**config.mk**
```make
export PLATFORM = sky130hd
export DESIGN_NAME = gcfe_ctrl
export DESIGN_NICKNAME = d
export VERILOG_FILES = /design/src/rtl/gcfe_pkg.sv /design/src/rtl/gcfe_ctrl.sv
export SDC_FILE = /design/constraint.sdc
export NUM_CORES = 1
export LEC_CHECK = 0
export ABC_AREA = 1
export BUFFER_PORTS_ARGS = -buffer_cell sky130_fd_sc_hd__buf_2
export CAP_MARGIN = 20
export CORE_AREA = 2 2 39 41
export CTS_BUF_LIST = sky130_fd_sc_hd__clkbuf_4 sky130_fd_sc_hd__clkbuf_8
export DETAILED_ROUTE_END_ITERATION = 12
export DIE_AREA = 0 0 41 43
export PLACE_DENSITY = 0.47
export SETUP_SLACK_MARGIN = 0.4
export SKIP_LAST_GASP = 1
export SLEW_MARGIN = 30
export SYNTH_ARGS = -nofsm -noshare
export SYNTH_HDL_FRONTEND = slang
export SYNTH_SLANG_ARGS = --single-unit
export TNS_END_PERCENT = 100
```
**constraint.sdc**
```tcl
create_clock -name clk -period 0.9 [get_ports clk]
set_input_delay 0.09 -clock clk [delete_from_list [all_inputs] [get_ports clk]]
set_output_delay 0.09 -clock clk [all_outputs]
set_load 0.03 [all_outputs]
```
**src/rtl/gcfe_pkg.sv**
```systemverilog
// Shared types and constants for the graph coloring conflict counter.
// No dependencies; every other file but gcfe_ram imports this package.

package gcfe_pkg;

    // Field widths of the request and result transactions
    localparam int CMD_W      = 2;
    localparam int VTX_W      = 6;
    localparam int COLOR_W    = 7;
    localparam int VC_W       = 7;
    localparam int CONFLICT_W = 11;
    localparam int DISTINCT_W = 7;

    // Number of distinct color codes tracked by the seen mask
    localparam int COLOR_CODES = 1 << COLOR_W;

    // Saturation limits of the two counts
    localparam logic [CONFLICT_W-1:0] CONFLICT_MAX = '1;
    localparam logic [DISTINCT_W-1:0] DISTINCT_MAX = '1;

    // Reset value of the vertex count register
    localparam logic [VC_W-1:0] VC_RESET = 7'd64;

    // Request command codes
    typedef enum logic [CMD_W-1:0] {
        CMD_CLEAR = 2'd0,
        CMD_EDGE  = 2'd1,
        CMD_COLOR = 2'd2,
        CMD_EVAL  = 2'd3
    } gcfe_cmd_t;

    // Controller states
    typedef enum logic [2:0] {
        ST_IDLE,
        ST_EDGE_RD,
        ST_EDGE_WR,
        ST_EVAL,
        ST_DRAIN
    } gcfe_state_t;

    // Commands from the controller to the datapath
    typedef struct packed {
        logic clear_adj;
        logic write_color;
        logic latch_edge;
        logic edge_rd;
        logic edge_wr;
        logic eval_start;
        logic eval_issue;
        logic load_result;
    } gcfe_ctl_t;

    // Status from the datapath to the controller
    typedef struct packed {
        logic edge_ok;
        logic last_issue;
        logic pipe_idle;
        logic out_free;
    } gcfe_sts_t;

endpackage

```
**src/rtl/gcfe_ctrl.sv**
```systemverilog
// Controller state machine: decodes requests and sequences edge updates
// and evaluations. Depends on gcfe_pkg.

module gcfe_ctrl (
    input  logic                clk,
    input  logic                rst_n,
    input  logic                in_valid,
    input  logic [gcfe_pkg::CMD_W-1:0] in_cmd,
    output logic                in_ready,
    output gcfe_pkg::gcfe_ctl_t ctl,
    input  gcfe_pkg::gcfe_sts_t sts
);
    import gcfe_pkg::*;

    gcfe_state_t state_reg;
    gcfe_state_t state_next;

    // State register
    always_ff @(posedge clk or negedge rst_n)
    begin
        if (!rst_n)
        begin
            state_reg <= ST_IDLE;
        end
        else
        begin
            state_reg <= state_next;
        end
    end

    // Next state and commands
    always_comb
    begin
        state_next = state_reg;
        ctl        = '0;
        in_ready   = 1'b0;
        case (state_reg)
            ST_IDLE:
            begin
                in_ready = 1'b1;
                if (in_valid)
                begin
                    case (in_cmd)
                        CMD_CLEAR:
                        begin
                            ctl.clear_adj = 1'b1;
                        end
                        CMD_EDGE:
                        begin
                            // drop self loops and out-of-range ends
                            if (sts.edge_ok)
                            begin
                                ctl.latch_edge = 1'b1;
                                state_next     = ST_EDGE_RD;
                            end
                        end
                        CMD_COLOR:
                        begin
                            ctl.write_color = 1'b1;
                        end
                        CMD_EVAL:
                        begin
                            ctl.eval_start = 1'b1;
                            state_next     = ST_EVAL;
                        end
                        default:
                        begin
                            state_next = ST_IDLE;
                        end
                    endcase
                end
            end
            ST_EDGE_RD:
            begin
                ctl.edge_rd = 1'b1;
                state_next  = ST_EDGE_WR;
            end
            ST_EDGE_WR:
            begin
                ctl.edge_wr = 1'b1;
                state_next  = ST_IDLE;
            end
            ST_EVAL:
            begin
                ctl.eval_issue = 1'b1;
                if (sts.last_issue)
                begin
                    state_next = ST_DRAIN;
                end
            end
            ST_DRAIN:
            begin
                // hold until the pipeline is empty and the result slot is free
                if (sts.pipe_idle && sts.out_free)
                begin
                    ctl.load_result = 1'b1;
                    state_next      = ST_IDLE;
                end
            end
            default:
            begin
                state_next = ST_IDLE;
            end
        endcase
    end

endmodule

```
**Word-level counts from Yosys, hierarchy flattened**

Cells that the tools add are included.

- Word-level logic and storage cells: 38
- Input bits: 9
- Register bits: 3

- Reduce and logical (&&, ||, !) cells: 4
- Equality and inequality tests: 12
- Muxes and demuxes: 21

Operators with widths:

| operator | count |
|---|---|
| 3-bit two-way mux | 6 |
| 1-bit two-way mux | 13 |
| 3-bit one-hot mux with 4 select lines | 1 |
| 3-bit by 2-bit == test with 1-bit output, second input constant | 2 |
| 2-bit inequality test, second input constant | 3 |
| 3-bit one-hot mux with 2 select lines | 1 |
| 5-bit AND reduction | 1 |
| 2-bit == test, second input constant | 2 |
| 3-bit by 1-bit == test with 1-bit output, second input constant | 1 |
| 3-bit == test, second input constant | 1 |
| 3-bit zero test | 1 |
| 3-bit by 1-bit inequality test with 1-bit output, second input constant | 1 |
| 3-bit inequality test, second input constant | 1 |
| 2-bit by 1-bit == test with 1-bit output, second input constant | 1 |
| 2-bit zero test | 1 |
| 1-bit logical AND | 1 |

**Depth between registers and ports, before layout**

Gate-level depths: netlist of run 1.

- Depth in word-level cells: 4
- Mapped depth: 6

**Worst setup path after synthesis of run 1**

Ideal clock, no wire load.

- Path type: register to output
- Start: register state_reg[2]
- End: output ctl[5] (netlist bit)
- Required time: 0.810 ns
- Cell stages (with the launch flop): 6
- Arrival time: 1.766 ns
- Setup slack: -0.956 ns
- Path buffers: 0
- Cell sequence: dfrtp_1 inv_2 nand2_2 nor2_4 inv_2 nor4_1

RTL lines:

| what | RTL line | RTL |
|---|---|---|
| start: declaration | gcfe_ctrl.sv:15 | `gcfe_state_t state_reg;` |
| start signal: assignment | gcfe_ctrl.sv:27 | `state_reg <= state_next;` |
| end: declaration | gcfe_ctrl.sv:10 | `output gcfe_pkg::gcfe_ctl_t ctl,` |

==> results.txt, run 1 <==
----------------------------------------------------
[Run status]
  Status ... finished, violations left
  Failing checks ... setup timing

[Clocking]
  Clock tree root driver cell ... sky130_fd_sc_hd__clkbuf_4
  TritonCTS clock tree ... built
  Clock Latency Late Sink ... between 0.2 and 0.25 ns
  TritonCTS Buffers ... 3
  Number of sinks on the clock net ... 3
  H-tree level count ... 1
  Clk slew on worst S/H paths ... 0.04 ns
  Number of buffers on the longest clock path ... 2

[Timing]
  Finish-stage setup viols ... 12
  Worst slew slack as a fraction of its limit ... 85.3%
  Final Slew Violations ... 0
  Tightest Pin Transition ... 0.219 ns
  Worst-case clock skew ... approximately 0.00047 ns
  Unrepaired setup endpoints after global routing ... true
  Setup TNS Final ... -4.25 ns
  Final Critical Period ... 1.33 ns
  Share of the cycle needed by the critical path after routing ... 148%
  PnR worst setup slack ... -0.433 ns
  Final hold viol count ... 0
  Highest clock rate ... 750 MHz

[Cells and area]
  Sequential standard cell area ... 76.3 µm²
  Number of flip-flops in the largest register ... 3
  Final cell utilization of the core ... about 46%
  Final net count ... 84
  Count of non-filler cells in the finished layout ... 90
  Ratio of cells with drive above 1 in the final layout ... 62.2%
  Final non-filler cell area ... about 640 µm²
  Area Growth Syn to Fin ... 147%
  Multi-input gate area ... 229 µm²
  Fill cell total of the finished layout ... 142
  Antenna cells ... 0

[Setup path]
  Largest delay contributor family on the critical path ... flip-flops
  Required @ worst endpoint ... 0.81 ns
  Worst-path fanout max ... 5
  CP Capture Type ... output port
  Slack of the worst reg-to-reg path ... -0.34 ns
  Slowest stage cell on the critical path ... sky130_fd_sc_hd__dfrtp_1
  Combined buffer and inverter count along the critical path ... 3
  Crit path largest cell delay ... between 0.3 and 0.4 ns
  WP data arrival ... 1.24 ns
  Worst setup path class ... reg -> out
  Critical Path Start Type ... flip-flop
  Cell-by-cell trace of the critical path ... inv_2 -> nand2_2 -> nor2_4 -> inv_4 -> nor4_4 -> buf_4

[Yosys]
  Yosys cell types ... 12
  Leading register cell type out of synthesis ... sky130_fd_sc_hd__dfrtp_1
  Area fraction of the dominant cell type after synthesis ... 28.8%
  Synth Warn # ... 0
  Number of enable-type register cells in the synthesized netlist ... 0
  Cell with the most instances after synthesis ... sky130_fd_sc_hd__nand2_1
  Cell taking the most area after synthesis ... sky130_fd_sc_hd__dfrtp_1
  Synthesized area divided by synthesized cell count ... 6.35 µm²
  Sequential cell area fraction in the yosys report ... 28.8%
  Number of storage elements in the synthesis netlist ... 3
  Commonest cells in the synthesized netlist ... sky130_fd_sc_hd__nand2_1, sky130_fd_sc_hd__inv_1, sky130_fd_sc_hd__nor4_1
  Post-Synthesis Net Count ... 50
  Top cells by area in the synthesized netlist ... sky130_fd_sc_hd__dfrtp_1, sky130_fd_sc_hd__nand2_1, sky130_fd_sc_hd__inv_1, sky130_fd_sc_hd__nor4_1, sky130_fd_sc_hd__nor2_4
  Number of instances in the synthesized netlist ... 41
  Share of synthesized registers carrying an async set or reset ... 100%
  Mapped cell area ... 260 µm²

[Power and ir drop]
  Total chip power ... 841 µW
  Power per unit of standard cell area ... 1310 nW/µm²
  Peak ir drop on the vdd network ... 0.000466 V
  LEAKAGE ... 0.349 nW

[Global routing]
  Vias in the first global route ... ~360
  Pin count of the biggest net entering global routing ... 6
  Initial antenna violation count ... 0
  Total routing resource utilization after global routing ... 11.3%
  First-pass GRT wire length ... 1.29 mm
  Grt total ovfl ... 0

[Floorplan]
  Cell row count ... 14
  Starting utilization of the core area ... 18.8%
  Io pins ... 18
  Die footprint ... 1760 µm²
  Std-Cell Core Area ... 1380 µm²
  Die Wd ... 41 µm
  Vertical die dimension ... 43 µm

[Drt]
  1st-pass router iterations ... 4
  Routed via count ... 377
  DR iter-0 viols ... 1
  Antenna violation net count after detailed routing ... 0
  Final routed wire length divided by cell count ... 9.04 µm
  Drt total wl ... 814 µm
  Via density per instance ... around 4.2
  Remaining design rule violation count ... 0

[Hold path]
  Class of the worst hold path ... in -> reg

[Placement]
  Port Buffer Count ... 17
  Estimated wirelength of the detail-placed design ... 607 µm
  Cell count after placement ... 81
  Weighted congestion at the end of routability-driven global placement ... 0.628
  Placement Cell Area ... 495 µm²

[Job]
  Number of max-cap violations ... 0

----------------------------------------------------
worst paths after layout:
kind	from	endpoint	cells past startpoint
min reg2reg	state_reg[2]	state_reg[2]	3
max reg2reg	state_reg[0]	state_reg[1]	8
max	state_reg[2]	ctl[6]	6
min in group asynchronous	rst_n	state_reg[1]	2
max in group asynchronous	rst_n	state_reg[0]	2
min	sts[2]	state_reg[2]	3
area by class of cell:
class                      instances  share of cell area (%)
sequential                         3                    11.9
multi-input combinational         28                    35.7
tap                               16                    3.12
inverter                          10                    6.24
clock buffer                       4                    4.68
timing repair buffer              29                    38.4
placed cells by master, fill, tap and decap left out, drive strengths merged:
cell type / instances
dlygate4sd3: 1
clkbuf: 4
o21ai: 1
nor4: 4
nor3: 2
buf: 28
dfrtp: 3
nand3: 1
nor2: 5
nand4: 2
inv: 10
nand2: 13
metrics by stage:
step,hold WS [ns],worst slack [ns]
detailed placement,-0.110,-0.273
CTS,0.123,-0.485
global placement,-0.111,-0.260
finish,0.133,-0.433
floorplan,-0.206,-0.464
global route,0.172,-0.515
cell families (layout without fill, tap and decap cells):
family / Yosys count / after routing / synth area share, %
DFF: 3 / 3 / 28.8
AOI/OAI and AO/OA: 1 / 1 / 1.92
buffers and inverters: 10 / 43 / 14.4
and+or+nand+nor: 27 / 27 / 54.8
layer usage:
layer	global-route usage (%)	wire, µm	up-vias
li1	-	-	197
met1	11.0	303	166
met2	17.8	465	14
met3	3.14	45	0
met4	10.0	0	0
met5	0	0	-
worst register-to-register path: stages (launching register included):
cell and delay (ns):
sky130_fd_sc_hd__dfrtp_2 0.44, sky130_fd_sc_hd__buf_6 0.12, sky130_fd_sc_hd__buf_6 0.09, sky130_fd_sc_hd__nand2_4 0.04, sky130_fd_sc_hd__nor2_4 0.14, sky130_fd_sc_hd__buf_6 0.12, sky130_fd_sc_hd__nand2_4 0.04, sky130_fd_sc_hd__nand4_1 0.08
sky130_fd_sc_hd__nand2_1 0.06
power by group:
group          internal, mW  switching, mW
Combinational         0.181          0.232
Sequential            0.148         0.0155
Clock                 0.196         0.0694
what timing repair did:
action / in CTS / in global routing
endpoints found under the hold margin: 3 / 0
hold buffers: 1 / 0
resized for setup: 15 / 8
pin swaps: 4 / 7
endpoints found under the setup margin: 12 / 12
setup buffers: 3 / 1
Note: power is estimated with default switching activity, not from simulation.
==> run 2, diff against run 1 <==
- PLACE_DENSITY: 0.47 -> 0.56
==> run 2 against run 1 <==
Compared with the run above:
- the flow still finishes with violations (setup timing)
- clock-buffer cell count stayed put
- utilization decreased by 1.8 points
- flip-flop and latch count unchanged
- non-clock buffer count is 3 lower
- via count fell by 3.4%
- wire length down 2.5%
- maximum frequency barely moved
- cell count is 3.3% lower
- clock skew up 0.0026 ns
- largest cell class is now multi-input combinational cells
- largest power group unchanged
- highest routed layer unchanged
==> results.txt, run 2 (same netlist as run 1, synthesis figures left out) <==
----------------------------------------------------
[Hold path]
  Critical hold path startpoint ... sts[2]
  Class of the worst hold path ... in -> reg
  Cell depth of the worst hold path ... 3 (unchanged)
  Endpoint, Worst Hold ... state_reg[2]

[Setup path]
  Slack of the worst reg-to-reg path ... -0.21 ns (+0.13 ns)
  Worst-path fanout max ... 3 (-2)
  Required @ worst endpoint ... 0.81 ns (about the same)
  End of the worst register-to-register path ... state_reg[1]
  Worst setup path class ... reg -> out
  Beginning of the worst register-to-register path ... state_reg[0]
  Critical Path Start Type ... flip-flop
  CP Capture Type ... output port
  Cells on worst reg2reg path ... 6 (-2)
  WP data arrival ... 1.24 ns (about the same)
  Worst setup path startpoint ... state_reg[0]

[Drt]
  1st-pass router iterations ... 3 (-1)
  Drt total wl ... 794 µm (-2.5%)
  Final routed wire length divided by cell count ... 9.13 µm (+0.91%)
  DR iter-0 viols ... 3 (+2)
  Via density per instance ... 4.18 (-0.12%)
  Remaining design rule violation count ... 0 (unchanged)
  Antenna violation net count after detailed routing ... 0 (unchanged)
  Routed via count ... 364 (-3.4%)

[Clocking]
  TritonCTS clock tree ... built
  Post-CTS Setup Inserts ... 0 (-3)
  Clock Latency Late Sink ... 0.23 ns (about the same)
  Number of sinks on the clock net ... 3 (unchanged)
  Number of buffers on the longest clock path ... 2 (unchanged)
  H-tree level count ... 1 (unchanged)
  TritonCTS Buffers ... 3 (unchanged)
  Clock tree root driver cell ... sky130_fd_sc_hd__clkbuf_4
  Clk slew on worst S/H paths ... 0.03 ns (about the same)

[Power and ir drop]
  Total chip power ... 819 µW (-2.7%)
  Int Power ... 510 µW (-2.8%)
  LEAKAGE ... 0.318 nW (-8.9%)
  Share of total power in sequential cells ... 19.3% (about the same)
  Proportion of power drawn by the clock network ... 32.0% (+0.4 points)
  Net switching component of the power ... 309 µW (-2.4%)
  Logic pwr share ... 48.8% (-0.2 points)
  Peak ir drop on the vdd network ... 0.000493 V (+5.7%)
  Power per unit of standard cell area ... 1330 nW/µm² (+1.3%)
  Switching Share ... 37.7% (+0.092 points)

[Floorplan]
  Cell row count ... 14 (unchanged)
  Starting utilization of the core area ... 18.8% (unchanged)
  Die Wd ... 41 µm (unchanged)
  Die footprint ... 1760 µm² (unchanged)
  Io pins ... 18 (unchanged)
  Std-Cell Core Area ... 1380 µm² (unchanged)
  Vertical die dimension ... 43 µm (unchanged)

[Cells and area]
  Fill cell total of the finished layout ... 134 (-5.6%)
  Multi-input gate area ... 226 µm² (-1.1%)
  Final cell utilization of the core ... 44.6% (-1.8 points)
  Area Growth Syn to Fin ... 137%
  Antenna cells ... 0 (unchanged)
  Number of flip-flops in the largest register ... 3 (unchanged)
  Count of non-filler cells in the finished layout ... 87 (-3.3%)
  Sequential standard cell area ... 75.1 µm² (-1.6%)
  Commonest cells after routing, fill and taps aside ... sky130_fd_sc_hd__nand2_1, sky130_fd_sc_hd__buf_4, sky130_fd_sc_hd__buf_2
  Most common cell after layout, fill and taps aside ... sky130_fd_sc_hd__nand2_1
  Final net count ... 81 (-3.6%)
  Ratio of cells with drive above 1 in the final layout ... 62.0% (-0.19 points)

[Timing]
  Final hold viol count ... 0 (unchanged)
  Worst slew slack as a fraction of its limit ... 84.7% (-0.60 points)
  Final Critical Period ... 1.33 ns (-0.000126 ns)
  Final Slew Violations ... 0 (unchanged)
  Worst-case clock skew ... 0.00308 ns (+0.00261 ns)
  Unrepaired setup endpoints after global routing ... true
  Final worst hold slack ... 0.123 ns (-0.00934 ns)
  Tightest Pin Transition ... 0.228 ns (+0.00893 ns)
  Highest clock rate ... 750 MHz (about the same)
  Finish-stage setup viols ... 12 (unchanged)
  Share of the cycle needed by the critical path after routing ... 148% (about the same)
  PnR worst setup slack ... -0.433 ns (+0.000126 ns)

[Global routing]
  Total routing resource utilization after global routing ... 11.1% (-0.19 points)
  Grt total ovfl ... 0 (unchanged)
  Vias in the first global route ... 324 (-9.5%)
  Initial antenna violation count ... 0 (unchanged)
  Pin count of the biggest net entering global routing ... 6 (unchanged)
  First-pass GRT wire length ... 1.21 mm (-6.4%)

[Placement]
  Port Buffer Count ... 17 (unchanged)
  Estimated wirelength of the detail-placed design ... 608 µm (+0.16%)
  Cell count after placement ... 82 (+1.2%)
  Setup WS pre-CTS ... -0.255 ns (+0.0185 ns)
  Weighted congestion at the end of routability-driven global placement ... 0.706 (+12%)

[Job]
  Number of max-cap violations ... 0 (unchanged)

[Run status]
  Status ... finished, violations left
  Failing checks ... setup timing

----------------------------------------------------
-- run 2: final cells by class --
class | instances | share of cell area, %
clock buffer | 4 | 4.87
inverter | 10 | 6.49
multi-input combinational | 28 | 36.7
sequential | 3 | 12.2
tap | 16 | 3.25
timing repair buffer | 26 | 36.5
-- run 2: per-layer routing --
metal | GRT usage [%] | part of all wire [%]
met1 | 11.4 | 37
met2 | 15.6 | 58
met3 | 3.66 | 4.8
met4 | 12.0 | 0
met5 | 0 | 0
-- run 2: worst max path at each step --
| stage | endpoint | depth (start not counted) |
|---|---|---|
| floorplan | ctl[5] | 5 |
| global placement | ctl[2] | 6 |
| detailed placement | ctl[2] | 6 |
| CTS | ctl[6] | 6 |
| global route | ctl[6] | 6 |
| finish | ctl[0] | 3 |
-- run 2: critical path: stages (launching register included) --
cell	delay, ns
sky130_fd_sc_hd__dfrtp_1	0.42
sky130_fd_sc_hd__buf_4	0.18
sky130_fd_sc_hd__nor4_4	0.26
sky130_fd_sc_hd__buf_6	0.16
-- run 2: per-stage QoR --
step                      instance area [µm²]  setup TNS, ns
after global routing                      617          -4.73
after detailed placement                  515          -2.07
final                                     617          -3.86
after global placement                    515          -1.97
after floorplan                           325          -3.38
after CTS                                 589          -4.13
-- run 2: timing repair --
action | CTS | global route
cloned | 0 | 0
pin swaps | 2 | 2
hold buffers | 1 | 0
gates resized for setup | 13 | 6
endpoints found under the setup margin | 12 | 12
endpoints found under the hold margin | 3 | 0
-- run 2: power groups by stage --
stage	combinational, mW	sequential (mW)	clock, mW
after floorplan	0.208	0.167	0
after global placement	0.349	0.158	0
after detailed placement	0.351	0.158	0
after CTS	0.387	0.158	0.271
after global routing	0.429	0.160	0.279
final	0.399	0.158	0.262
==> run 3, diff against run 2 <==
- ABC_AREA: 1 -> unset
- PLACE_DENSITY: 0.56 -> 0.58
==> run 3 against run 2 <==
Compared with the run above:
- the run still ends with setup timing left
- first-iteration DRC count rose by 67%
- combinational power fell by 6.8%
- register-to-register slack worse by 0.16 ns
- clock skew shrank 0.0018 ns
- via count fell by 13%
- critical path depth rose by 1
- total power decreased by 3.6%
- global-route usage down 0.73 points
- synthesized cell count shrank 37%
- non-clock buffer count is 2 higher
- die area unchanged
- critical endpoint is now ctl[7]
- largest power group unchanged
- highest routed layer unchanged
==> results.txt, run 3 <==
----------------------------------------------------
[Placement]
  Weighted congestion at the end of routability-driven global placement ... 0.699 (-0.96%)
  Port Buffer Count ... 17 (unchanged)
  Placement Cell Area ... 438 µm² (-15%)
  Estimated wirelength of the detail-placed design ... 577 µm (-5.1%)
  Cell count after placement ... 63 (-23%)

[Yosys]
  Mapped cell area ... 275 µm² (+5.8%)
  Number of enable-type register cells in the synthesized netlist ... 0 (unchanged)
  Share of synthesized registers carrying an async set or reset ... 100% (unchanged)
  Number of storage elements in the synthesis netlist ... 3 (unchanged)
  Synth Warn # ... 0 (unchanged)
  Leading register cell type out of synthesis ... sky130_fd_sc_hd__dfrtp_1
  Post-synthesis share of cell area spent on full adders, half adders and majority gates ... 0% (unchanged)
  Synthesized area divided by synthesized cell count ... 10.6 µm² (+67%)
  Cell taking the most area after synthesis ... sky130_fd_sc_hd__dfrtp_1
  Simple-Gate Fraction of Synth Area ... 48.2% (-6.6 points)
  Compound-gate portion of the synthesized area ... 15.0% (+13 points)
  Sequential cell area fraction in the yosys report ... 27.3% (-1.6 points)
  Yosys cell types ... 19 (+7)
  Top cells by area in the synthesized netlist ... sky130_fd_sc_hd__dfrtp_1, sky130_fd_sc_hd__nor4b_4, sky130_fd_sc_hd__nor4_4, sky130_fd_sc_hd__nor3b_1, sky130_fd_sc_hd__buf_6
  Post-Synthesis Net Count ... 35 (-30%)
  Share of synthesized area spent on multiplexers ... 0% (unchanged)
  Largest family of logic cells by synthesized area ... simple AND/OR/NAND/NOR gates
  Commonest cells in the synthesized netlist ... sky130_fd_sc_hd__dfrtp_1, sky130_fd_sc_hd__inv_1, sky130_fd_sc_hd__nand2_1, sky130_fd_sc_hd__nor3b_1, sky130_fd_sc_hd__nor4b_4
  Area fraction of the dominant cell type after synthesis ... 27.3% (-1.6 points)
  Synthesized-area fraction occupied by xor and xnor cells ... 0% (unchanged)
  Number of instances in the synthesized netlist ... 26 (-37%)

[Global routing]
  Total routing resource utilization after global routing ... 10.4% (-0.73 points)
  Grt total ovfl ... 0 (unchanged)
  Pin count of the biggest net entering global routing ... 8 (+2)
  Vias in the first global route ... 306 (-5.6%)
  First-pass GRT wire length ... 1.17 mm (-2.8%)
  Initial antenna violation count ... 0 (unchanged)

[Drt]
  Remaining design rule violation count ... 0 (unchanged)
  1st-pass router iterations ... 2 (-1)
  Final routed wire length divided by cell count ... 9.99 µm (+9.4%)
  Drt total wl ... 729 µm (-8.2%)
  DR iter-0 viols ... 5 (+2)
  Via density per instance ... 4.33 (+3.5%)
  Antenna violation net count after detailed routing ... 0 (unchanged)
  Routed via count ... 316 (-13%)

[Clocking]
  TritonCTS Buffers ... 3 (unchanged)
  Number of buffers on the longest clock path ... 2 (unchanged)
  Clock Latency Late Sink ... 0.23 ns (about the same)
  Number of sinks on the clock net ... 3 (unchanged)
  H-tree level count ... 1 (unchanged)
  Clk slew on worst S/H paths ... 0.04 ns (about the same)
  Clock tree root driver cell ... sky130_fd_sc_hd__clkbuf_4
  TritonCTS clock tree ... built

[Timing]
  Highest clock rate ... 623 MHz (-17%)
  Final Slew Violations ... 0 (unchanged)
  Worst slew slack as a fraction of its limit ... 86.0% (+1.3 points)
  Tightest Pin Transition ... 0.209 ns (-0.0192 ns)
  Unrepaired setup endpoints after global routing ... true
  PnR worst setup slack ... -0.704 ns (-0.272 ns)
  Setup TNS Final ... -5.86 ns (-2.01 ns)
  Final hold viol count ... 0 (unchanged)
  Share of the cycle needed by the critical path after routing ... 178% (+30 points)
  Worst-case clock skew ... 0.00130 ns (-0.00178 ns)
  Finish-stage setup viols ... 12 (unchanged)
  Final Critical Period ... 1.60 ns (+0.272 ns)

[Floorplan]
  Vertical die dimension ... 43 µm (unchanged)
  Starting utilization of the core area ... 19.9% (+1.1 points)
  Io pins ... 18 (unchanged)
  Die Wd ... 41 µm (unchanged)
  Cell row count ... 14 (unchanged)
  Std-Cell Core Area ... 1380 µm² (unchanged)
  Die footprint ... 1760 µm² (unchanged)

[Cells and area]
  Antenna cells ... 0 (unchanged)
  Count of non-filler cells in the finished layout ... 73 (-16%)
  Final cell utilization of the core ... 43.8% (-0.81 points)
  Final non-filler cell area ... 606 µm² (-1.8%)
  Area Growth Syn to Fin ... 120%
  Commonest cells after routing, fill and taps aside ... sky130_fd_sc_hd__buf_6, sky130_fd_sc_hd__buf_2, sky130_fd_sc_hd__buf_4
  Final net count ... 67 (-17%)
  Number of flip-flops in the largest register ... 3 (unchanged)
  Ratio of cells with drive above 1 in the final layout ... 73.7% (+12 points)
  Most common cell after layout, fill and taps aside ... sky130_fd_sc_hd__buf_6

[Setup path]
  Worst-path fanout max ... 6 (+3)
  Required @ worst endpoint ... 0.81 ns (about the same)
  Critical Path Start Type ... flip-flop
  WP data arrival ... 1.51 ns (+0.27 ns)
  Worst setup path class ... reg -> out
  CP Capture Type ... output port

[Power and ir drop]
  LEAKAGE ... 0.292 nW (-8.3%)
  Power per unit of standard cell area ... 1300 nW/µm² (-1.8%)
  Peak ir drop on the vdd network ... 0.000854 V (+73%)
  Total chip power ... 790 µW (-3.6%)

[Hold path]
  Class of the worst hold path ... in -> reg

[Run status]
  Failing checks ... setup timing
  Status ... finished, violations left

[Job]
  Number of max-cap violations ... 0 (unchanged)

----------------------------------------------------
run 3: cell types whose count changed in the layout (fill, tap and decap cells not counted), sizes merged, moves of 2 or more:
cell,change
nor4,-3
nor3b,+2
nor2,-4
buf,+2
nand2,-11
nand4,-2
nor4b,+3
inv,-6
run 3: worst paths after layout:
kind | startpoint | endpoint | slack (ns) | cells after the start
min reg2reg | state_reg[2] | state_reg[0] | 0.72 | 3
max reg2reg | state_reg[2] | state_reg[2] | -0.37 | 6
max in group asynchronous | rst_n | state_reg[1] | 0.62 | 2
min in group asynchronous | rst_n | state_reg[2] | 0.18 | 2
min | sts[2] | state_reg[2] | 0.14 | 2
max | state_reg[2] | ctl[7] | -0.70 | 4
run 3: stage by stage:
stage | hold slack (ns) | setup WS [ns]
final | 0.136 | -0.704
after global placement | -0.113 | -0.510
after CTS | 0.138 | -0.744
after detailed placement | -0.112 | -0.537
after global routing | 0.139 | -0.801
after floorplan | -0.206 | -0.559
run 3: worst max-delay path, cell delays in order, from the launching register on:
cell and delay, ns:
sky130_fd_sc_hd__dfrtp_1 0.36, sky130_fd_sc_hd__or3_1 0.38, sky130_fd_sc_hd__buf_6 0.16, sky130_fd_sc_hd__nor4b_4 0.22, sky130_fd_sc_hd__buf_6 0.17
run 3: routing by layer:
layer / wire (µm) / vias to the layer above / global-route usage [%]
met4: 0 / 0 / 8.00
li1: - / 160 / -
met5: 0 / - / 0
met3: 46 / 0 / 3.14
met1: 255 / 145 / 10.0
met2: 427 / 11 / 16.9
run 3: power by group:
part | switching [mW] | internal [mW]
sequential | 0.00566 | 0.147
combinational | 0.192 | 0.180
clock | 0.0691 | 0.196
total | 0.267 | 0.523
run 3: cells by family (layout without fill, tap and decap cells):
kind of cell / Yosys count / in the layout
and+or+nand+nor: 13 / 13
DFF: 3 / 3
buffers and inverters: 5 / 36
AOI/OAI and AO/OA: 5 / 5
run 3: final cells by class:
cell class | instances | area [µm²]
Fill cell | 140 | 778
Timing Repair Buffer | 28 | 250
Multi-Input combinational cell | 18 | 215
Sequential cell | 3 | 75.1
Clock buffer | 4 | 30.0
Tap cell | 16 | 20.0
Inverter | 4 | 15.0
run 3: what timing repair did:
action | 4_1_cts | 5_1_grt
pin swaps | 6 | 0
resized for setup | 21 | 4
buffers inserted | 4 | 1
hold buffers | 1 | 0
hold endpoints to repair | 3 | 0
endpoints found under the setup margin | 12 | 12
